$ cat config.mk
export PLATFORM = sky130hd
export DESIGN_NAME = blocked_sparse_delta_codec_core
export DESIGN_NICKNAME = d
export VERILOG_FILES = /design/src/bsdc_pkg.sv /design/src/blocked_sparse_delta_codec_core.sv
export SDC_FILE = /design/constraint.sdc
export NUM_CORES = 1
export LEC_CHECK = 0
export ABC_AREA = 1
export BUFFER_PORTS_ARGS = -buffer_cell sky130_fd_sc_hd__buf_2
export CORE_AREA = 2 2 137 139
export CTS_CLUSTER_SIZE = 25
export DETAILED_ROUTE_END_ITERATION = 10
export DIE_AREA = 0 0 139 141
export PLACE_DENSITY_LB_ADDON = 0.05
export SLEW_MARGIN = 20
export SYNTH_ARGS = -nofsm -noshare
export SYNTH_HDL_FRONTEND = slang
export SYNTH_SLANG_ARGS = --single-unit
$ cat constraint.sdc
create_clock -name clk_i -period 10.5 [get_ports clk_i]
set_input_delay 0.525 -clock clk_i [delete_from_list [all_inputs] [get_ports clk_i]]
set_output_delay 0.525 -clock clk_i [all_outputs]
set_load 0.02 [all_outputs]
$ cat src/bsdc_pkg.sv
`timescale 1ns / 1ps
// ----------------------------------------------------------------------------
// bsdc_pkg
// Types and constants for the blocked sparse delta codec.
// ----------------------------------------------------------------------------
package bsdc_pkg;

  localparam int unsigned POS_W   = 12;
  localparam int unsigned FIELD_W = 8;
  localparam int unsigned RANGE_W = 20;
  localparam int unsigned BASE_W  = 16;
  localparam int unsigned KIND_W  = 2;

  localparam int unsigned COL_SHIFT_DEF  = 4;
  localparam int unsigned BLOCK_ROWS_DEF = 256;
  localparam int unsigned ENTRY_BITS_DEF = 20;

  localparam logic [POS_W-1:0] FILLER_DELTA = 12'd255;

  localparam logic CMD_ENCODE = 1'b0;
  localparam logic CMD_DECODE = 1'b1;

  typedef enum logic [KIND_W-1:0] {
    KIND_ENTRY   = 2'd0,
    KIND_FILLER  = 2'd1,
    KIND_RECORD  = 2'd2,
    KIND_DECODED = 2'd3
  } kind_e;

  typedef enum logic [1:0] {
    ST_IDLE,
    ST_FILL,
    ST_RECORD,
    ST_DECODE
  } state_e;

endpackage

$ cat src/blocked_sparse_delta_codec_core.sv
`timescale 1ns / 1ps
// ----------------------------------------------------------------------------
// blocked_sparse_delta_codec_core
// Blocked delta coordinate codec: encodes dense elements into delta entries
// with filler runs and block records, and decodes stored entries back into
// row and column inside the block.
//
//   channel  | handshake                | payload
//   ---------+--------------------------+---------------------------------
//   in       | in_valid_i / in_ready_o  | command .. block_col_base
//   out      | out_valid_o / out_ready_i| kind .. last
//   cfg      | cfg_we_i                 | cfg_wdata_i (table_size)
//
// one word is accepted in idle, then the sequencer emits its results one per
// cycle: a kept element gives its fillers (up to 16), its entry and, if it
// closes a non-empty block, a block record; a decode gives one decoded word
// (none for a filler index), a skipped element only such a block record. the
// output register stalls the sequencer only while out_ready_i is low. reset
// clears all counters and table_size.
// ----------------------------------------------------------------------------
module blocked_sparse_delta_codec_core #(
  parameter int unsigned COL_SHIFT  = bsdc_pkg::COL_SHIFT_DEF,
  parameter int unsigned BLOCK_ROWS = bsdc_pkg::BLOCK_ROWS_DEF,
  parameter int unsigned ENTRY_BITS = bsdc_pkg::ENTRY_BITS_DEF
) (
  input  logic                         clk_i,
  input  logic                         rst_ni,

  input  logic                         cfg_we_i,
  input  logic [bsdc_pkg::FIELD_W-1:0] cfg_wdata_i,

  input  logic                         in_valid_i,
  output logic                         in_ready_o,
  input  logic                         command_i,
  input  logic                         first_of_block_i,
  input  logic                         last_of_block_i,
  input  logic [bsdc_pkg::FIELD_W-1:0] row_in_block_i,
  input  logic [bsdc_pkg::FIELD_W-1:0] col_in_block_i,
  input  logic [bsdc_pkg::FIELD_W-1:0] value_index_i,
  input  logic [bsdc_pkg::FIELD_W-1:0] pos_delta_i,
  input  logic [bsdc_pkg::BASE_W-1:0]  block_row_base_i,
  input  logic [bsdc_pkg::BASE_W-1:0]  block_col_base_i,

  output logic                         out_valid_o,
  input  logic                         out_ready_i,
  output logic [bsdc_pkg::KIND_W-1:0]  kind_o,
  output logic [bsdc_pkg::FIELD_W-1:0] out_delta_o,
  output logic [bsdc_pkg::FIELD_W-1:0] out_index_o,
  output logic [bsdc_pkg::RANGE_W-1:0] range_start_o,
  output logic [bsdc_pkg::RANGE_W-1:0] range_end_o,
  output logic [bsdc_pkg::FIELD_W-1:0] out_row_o,
  output logic [bsdc_pkg::FIELD_W-1:0] out_col_o,
  output logic                         last_o
);
  import bsdc_pkg::*;

  localparam logic [FIELD_W-1:0] COL_MASK = FIELD_W'((1 << COL_SHIFT) - 1);
  localparam logic [FIELD_W:0]   ROW_LIM  = (FIELD_W + 1)'(BLOCK_ROWS);

  state_e state_q, state_d;

  logic [FIELD_W-1:0]    table_size_q;
  logic [POS_W-1:0]      prev_pos_q, prev_pos_d;
  logic [ENTRY_BITS-1:0] entry_cnt_q, entry_cnt_d;
  logic [ENTRY_BITS-1:0] bfe_q, bfe_d;
  logic [POS_W-1:0]      dec_pos_q, dec_pos_d;
  logic [POS_W-1:0]      dist_q, dist_d;
  logic [FIELD_W-1:0]    idx_q, idx_d;
  logic                  close_q, close_d;

  logic                  out_valid_q;
  kind_e                 kind_q, kind_d;
  logic [FIELD_W-1:0]    delta_q, delta_d;
  logic [FIELD_W-1:0]    oidx_q, oidx_d;
  logic [RANGE_W-1:0]    rs_q, rs_d;
  logic [RANGE_W-1:0]    re_q, re_d;
  logic [FIELD_W-1:0]    orow_q, orow_d;
  logic [FIELD_W-1:0]    ocol_q, ocol_d;
  logic                  olast_q, olast_d;
  logic                  emit;

  logic                  accept;
  logic                  out_free;
  logic                  kept;
  logic [2*FIELD_W-1:0]  pos_wide;
  logic [POS_W-1:0]      pos_new;
  logic [POS_W-1:0]      prev_base;
  logic [POS_W-1:0]      dec_base;
  logic [POS_W-1:0]      dist_sub;
  logic                  dist_big;
  logic [ENTRY_BITS-1:0] cnt_plus;
  logic                  rec_after;

  assign in_ready_o = (state_q == ST_IDLE);
  assign accept     = in_valid_i && in_ready_o;
  assign out_free   = !out_valid_q || out_ready_i;

  assign kept = (table_size_q != '0) && (value_index_i < table_size_q)
             && ({1'b0, row_in_block_i} < ROW_LIM);
  assign pos_wide  = ({{FIELD_W{1'b0}}, row_in_block_i} << COL_SHIFT)
                   | {{FIELD_W{1'b0}}, col_in_block_i & COL_MASK};
  assign pos_new   = pos_wide[POS_W-1:0];
  assign prev_base = first_of_block_i ? '0 : prev_pos_q;
  assign dec_base  = first_of_block_i ? '0 : dec_pos_q;

  // shared delta unit
  assign dist_sub  = dist_q - FILLER_DELTA;
  assign dist_big  = dist_q > FILLER_DELTA;
  assign cnt_plus  = entry_cnt_q + ENTRY_BITS'(1);
  assign rec_after = close_q && (cnt_plus != bfe_q);

  // next state
  always_comb begin
    state_d = state_q;
    case (state_q)
      ST_IDLE: begin
        if (accept) begin
          if (command_i == CMD_DECODE) begin
            if (value_index_i != table_size_q) state_d = ST_DECODE;
          end else if (kept) begin
            state_d = ST_FILL;
          end else if (last_of_block_i && !first_of_block_i
                       && (entry_cnt_q != bfe_q)) begin
            state_d = ST_RECORD;
          end
        end
      end
      ST_FILL: begin
        if (out_free && !dist_big) state_d = rec_after ? ST_RECORD : ST_IDLE;
      end
      ST_RECORD: begin
        if (out_free) state_d = ST_IDLE;
      end
      ST_DECODE: begin
        if (out_free) state_d = ST_IDLE;
      end
      default: state_d = ST_IDLE;
    endcase
  end

  // datapath and result words
  always_comb begin
    prev_pos_d  = prev_pos_q;
    entry_cnt_d = entry_cnt_q;
    bfe_d       = bfe_q;
    dec_pos_d   = dec_pos_q;
    dist_d      = dist_q;
    idx_d       = idx_q;
    close_d     = close_q;
    emit        = 1'b0;
    kind_d      = KIND_ENTRY;
    delta_d     = '0;
    oidx_d      = '0;
    rs_d        = '0;
    re_d        = '0;
    orow_d      = '0;
    ocol_d      = '0;
    olast_d     = 1'b0;
    case (state_q)
      ST_IDLE: begin
        if (accept) begin
          idx_d   = value_index_i;
          close_d = last_of_block_i;
          if (command_i == CMD_DECODE) begin
            dec_pos_d = dec_base + {{(POS_W-FIELD_W){1'b0}}, pos_delta_i};
          end else begin
            if (first_of_block_i) begin
              prev_pos_d = '0;
              bfe_d      = entry_cnt_q;
            end
            if (kept) begin
              dist_d     = pos_new - prev_base;
              prev_pos_d = pos_new;
            end
          end
        end
      end
      ST_FILL: begin
        if (out_free) begin
          emit        = 1'b1;
          entry_cnt_d = cnt_plus;
          if (dist_big) begin
            kind_d  = KIND_FILLER;
            delta_d = FILLER_DELTA[FIELD_W-1:0];
            oidx_d  = table_size_q;
            dist_d  = dist_sub;
          end else begin
            kind_d  = KIND_ENTRY;
            delta_d = dist_q[FIELD_W-1:0];
            oidx_d  = idx_q;
            olast_d = !rec_after;
          end
        end
      end
      ST_RECORD: begin
        if (out_free) begin
          emit    = 1'b1;
          kind_d  = KIND_RECORD;
          rs_d    = RANGE_W'(bfe_q);
          re_d    = RANGE_W'(entry_cnt_q);
          olast_d = 1'b1;
        end
      end
      ST_DECODE: begin
        if (out_free) begin
          emit    = 1'b1;
          kind_d  = KIND_DECODED;
          oidx_d  = idx_q;
          orow_d  = FIELD_W'(dec_pos_q >> COL_SHIFT);
          ocol_d  = dec_pos_q[FIELD_W-1:0] & COL_MASK;
          olast_d = 1'b1;
        end
      end
      default: ;
    endcase
  end

  always_ff @(posedge clk_i or negedge rst_ni) begin
    if (!rst_ni) begin
      state_q      <= ST_IDLE;
      table_size_q <= '0;
      prev_pos_q   <= '0;
      entry_cnt_q  <= '0;
      bfe_q        <= '0;
      dec_pos_q    <= '0;
      out_valid_q  <= 1'b0;
    end else begin
      state_q     <= state_d;
      prev_pos_q  <= prev_pos_d;
      entry_cnt_q <= entry_cnt_d;
      bfe_q       <= bfe_d;
      dec_pos_q   <= dec_pos_d;
      if (cfg_we_i) table_size_q <= cfg_wdata_i;
      if (emit) begin
        out_valid_q <= 1'b1;
      end else if (out_ready_i) begin
        out_valid_q <= 1'b0;
      end
    end
  end

  always_ff @(posedge clk_i) begin
    dist_q  <= dist_d;
    idx_q   <= idx_d;
    close_q <= close_d;
    if (emit) begin
      kind_q  <= kind_d;
      delta_q <= delta_d;
      oidx_q  <= oidx_d;
      rs_q    <= rs_d;
      re_q    <= re_d;
      orow_q  <= orow_d;
      ocol_q  <= ocol_d;
      olast_q <= olast_d;
    end
  end

  assign out_valid_o   = out_valid_q;
  assign kind_o        = kind_q;
  assign out_delta_o   = delta_q;
  assign out_index_o   = oidx_q;
  assign range_start_o = rs_q;
  assign range_end_o   = re_q;
  assign out_row_o     = orow_q;
  assign out_col_o     = ocol_q;
  assign last_o        = olast_q;

`ifndef SYNTHESIS
  a_record_nonempty: assert property (@(posedge clk_i) disable iff (!rst_ni)
    (state_q == ST_RECORD) |-> (entry_cnt_q != bfe_q))
    else $error("block record for an empty block");

  a_filler_not_last: assert property (@(posedge clk_i) disable iff (!rst_ni)
    (out_valid_o && (kind_o == KIND_FILLER)) |-> (!last_o && (out_delta_o == 8'd255)))
    else $error("malformed filler word");

  a_decoded_single: assert property (@(posedge clk_i) disable iff (!rst_ni)
    (out_valid_o && (kind_o == KIND_DECODED || kind_o == KIND_RECORD)) |-> last_o)
    else $error("decoded or record word not marked last");

  a_fill_shrinks: assert property (@(posedge clk_i) disable iff (!rst_ni)
    (state_q == ST_FILL && out_free && dist_big) |=> (dist_q == $past(dist_sub)))
    else $error("filler run did not reduce the distance");
`endif

endmodule

==> impl_metrics.env <==
export IMPL_power_frac_seq=0.398
export IMPL_avgRoutedWirePerCell_um=14.0
export IMPL_cp_start_kind="flip-flop"
export IMPL_fin_hold_ws_ps=130
export IMPL_critical_path_fanouts_max=19
export IMPL_hold_viol=0
export IMPL_tightest_slew_ps=849
export IMPL_achievable_frequency_ghz=0.335
export IMPL_max_slew_margin=0.432
export IMPL_routed_wirelength_um=19000
export IMPL_detail_route_antenna_nets=0
export IMPL_crit_arrival_ps=3040
export IMPL_post_cts_hold_buffer_count=0
export IMPL_syn_inst=1003
export IMPL_chipWidth_um=139
export IMPL_tritoncts_clock_tree="done"
export IMPL_post_route_util=0.560
export IMPL_clock_sinks=167
export IMPL_fraction_of_layout_cells_with_a_size_suffix_above_1=0.165
export IMPL_grt_max_degree=76
export IMPL_layout_setup_ws_ps=7510
export IMPL_peakVddDrop_uv=142
export IMPL_proportion_of_synthesized_chip_area_in_sequential_cells=0.523
export IMPL_dp_hpwl_um=13600
export IMPL_synth_largest_area_cell="edfxtp_1"
export IMPL_top_level_pins=157
export IMPL_outcome="finished clean"
export IMPL_synth_avg_cell_area_um2=8.84
export IMPL_clock_power_share=0.224
export IMPL_most_area_consuming_cells_after_synthesis="edfxtp_1 31%, dfrtp_1 21%, nand2_1 8.9%, inv_1 5.9%, o21ai_0 5.2%"
export IMPL_number_of_warnings_reported_in_the_yosys_synthesis_log=0
export IMPL_p_total_mw=2.87
export IMPL_net_switching_fraction_of_the_power=0.392
export IMPL_timing_setup_tns_ps=0
export IMPL_final_min_period_over_clock_period=0.285
export IMPL_holdCritPathClass="input port to async pin"
export IMPL_kind_of_end_point_of_the_critical_path="flip-flop"
export IMPL_finalWorstPathRequiredPeriod_ps=2990
export IMPL_global_route_wire_length_before_repair_um=31000
export IMPL_root_buffer="clkbuf_16"
export IMPL_design_die_area_um2=19600
export IMPL_placedCellCount=1325
export IMPL_synth_ff_type="edfxtp_1"
export IMPL_synth_most_common_cell="nand2_1"
export IMPL_synth_to_layout_area_growth_pct=15.4
export IMPL_final_cell_count_no_fill=1358
export IMPL_synth_area_um2=8870
export IMPL_yosys_area_top_type_share=0.311
export IMPL_cts_root_to_sink_buffers=2
export IMPL_insertion_delay_ps=420
export IMPL_total_iterations_of_the_first_detailed_routing_run=5
export IMPL_cts_buffers=17
export IMPL_initialDrtViolationCount=440
export IMPL_core_region_area_um2=18300
export IMPL_finClkSkew_ps=8.67
export IMPL_grt_pass1_vias=6165
export IMPL_critPathRequiredTime_ps=10550
export IMPL_maxSlewViolCount=0
export IMPL_placement_cell_area_um2=9620
export IMPL_leakagePower_nw=4.75
export IMPL_detail_route_drc_violations=0
export IMPL_maxCapViolations=0
export IMPL_synth_seq_cells=167
export IMPL_nets=1222
export IMPL_h_tree_depth=4
export IMPL_stdcell_area_um2=10200
export IMPL_dp_slack_ps=7460
export IMPL_edff_count_synth=92
export IMPL_ratio_of_total_power_to_cell_area_nw_per_um2=280
export IMPL_rows=50
export IMPL_async_reset_ff_frac=0.449
export IMPL_global_route_usage_total=0.200
export IMPL_place_congestion=0.841
export IMPL_cts_repair_resize_count=0
export IMPL_comb_power_share=0.378
export IMPL_cell_internal_pwr_mw=1.74
export IMPL_vias_per_cell=4.95
export IMPL_floorplan_die_height_um=141
export IMPL_p_switching_mw=1.12
export IMPL_grt_setup_unrepaired="false"
export IMPL_crit_type="flip-flop to flip-flop"
export IMPL_gr_total_overflow=0
export IMPL_ys_types=44
export IMPL_cts_post_setup_buffers_inserted=0
export IMPL_grt_antenna_before_repair=0
export IMPL_clkTransAtPathRegs_ps=60
export IMPL_quantity_of_i_o_buffers_inserted_on_ports=116
export IMPL_number_of_vias_in_the_routed_layout=6722
export IMPL_insertedDiodeCount=0
export IMPL_most_frequent_cells_after_synthesis="211 x nand2_1, 140 x inv_1, 114 x nor2_1"
export IMPL_start_util=0.486
export IMPL_filler_cell_count=1704
export IMPL_report_final_setup_viol=0
==> power by group through the flow <==
stage               Sequential (mW)  Combinational [mW]  Clock, mW
floorplan                      1.30               0.630          0
global placement               1.15                1.07          0
detailed placement             1.16                1.08          0
CTS                            1.14                1.09      0.653
global route                   1.17                1.22      0.679
finish                         1.14                1.08      0.642
==> worst max-delay path, stage by stage (launching register included) <==
cell	delay, ps
dfrtp_1	420
inv_2	110
nor2_4	370
inv_2	220
nor2_4	400
inv_4	190
nor2_4	150
inv_1	130
a21oi_2	610
==> cells by family after synthesis <==
| kind of cell | Yosys count | synth area share |
|---|---|---|
| simple gates | 419 | 0.208 |
| buf+inv | 181 | 0.0824 |
| flops | 167 | 0.523 |
| compound gates | 154 | 0.0916 |
| xor+xnor | 49 | 0.0484 |
| fa+ha+maj | 31 | 0.0454 |
| other cells | 1 | 0.000423 |
| mux | 1 | 0.00113 |
==> area by class of cell <==
cell class / instances / area, um^2 / share of cell area
Timing Repair Buffer: 119 / 622 / 0.0608
Clock buffer: 24 / 472 / 0.0461
Tap cell: 234 / 293 / 0.0286
Sequential cell: 167 / 4640 / 0.453
Inverter: 148 / 558 / 0.0545
Clock inverter: 8 / 123 / 0.0120
Multi-Input combinational cell: 658 / 3530 / 0.345
==> state kept, by name, summed over array words and instances (netlist names), 12 cells and up <==
signal,count
bfe_q,20
dec_pos_q,12
dist_q,12
entry_cnt_q,20
prev_pos_q,12
range_end_o,20
range_start_o,20
==> placed cells by master, fill, tap and decap left out, drive strengths merged, types with 24 or more instances in the layout <==
master / Yosys / routed
nand2: 215 / 215
inv: 148 / 149
nor2: 132 / 132
buf: 19 / 119
o21ai: 96 / 96
edfxtp: 92 / 92
dfrtp: 75 / 75
a21oi: 41 / 41
nand3: 38 / 38
xor2: 36 / 36
ha: 29 / 29
clkbuf: 14 / 24
==> routing by layer <==
layer	up-vias	global-route usage	wire, um
li1	3469	-	-
met1	3093	0.268	8940
met2	142	0.332	9140
met3	18	0.0360	670
met4	0	0.0643	264
met5	-	0	0
==> worst paths after layout <==
| path | startpoint | to | slack (ps) | cells after the start |
|---|---|---|---|---|
| max reg2reg | state_q[0]$_DFFE_PN0P_ | dist_q[4]$_DFFE_PP_ | 7510 | 8 |
| max in group asynchronous | rst_ni | entry_cnt_q[11]$_DFFE_PN0P_ | 9870 | 1 |
| min in group clk_i | value_index_i[4] | idx_q[4]$_DFFE_PP_ | 290 | 1 |
| min reg2reg | prev_pos_q[5]$_DFFE_PN0P_ | prev_pos_q[5]$_DFFE_PN0P_ | 480 | 2 |
| max | state_q[0]$_DFFE_PN0P_ | dist_q[4]$_DFFE_PP_ | 7510 | 8 |
| min | rst_ni | dec_pos_q[2]$_DFFE_PN0P_ | 130 | 1 |
(Power assumes the default switching activity.)
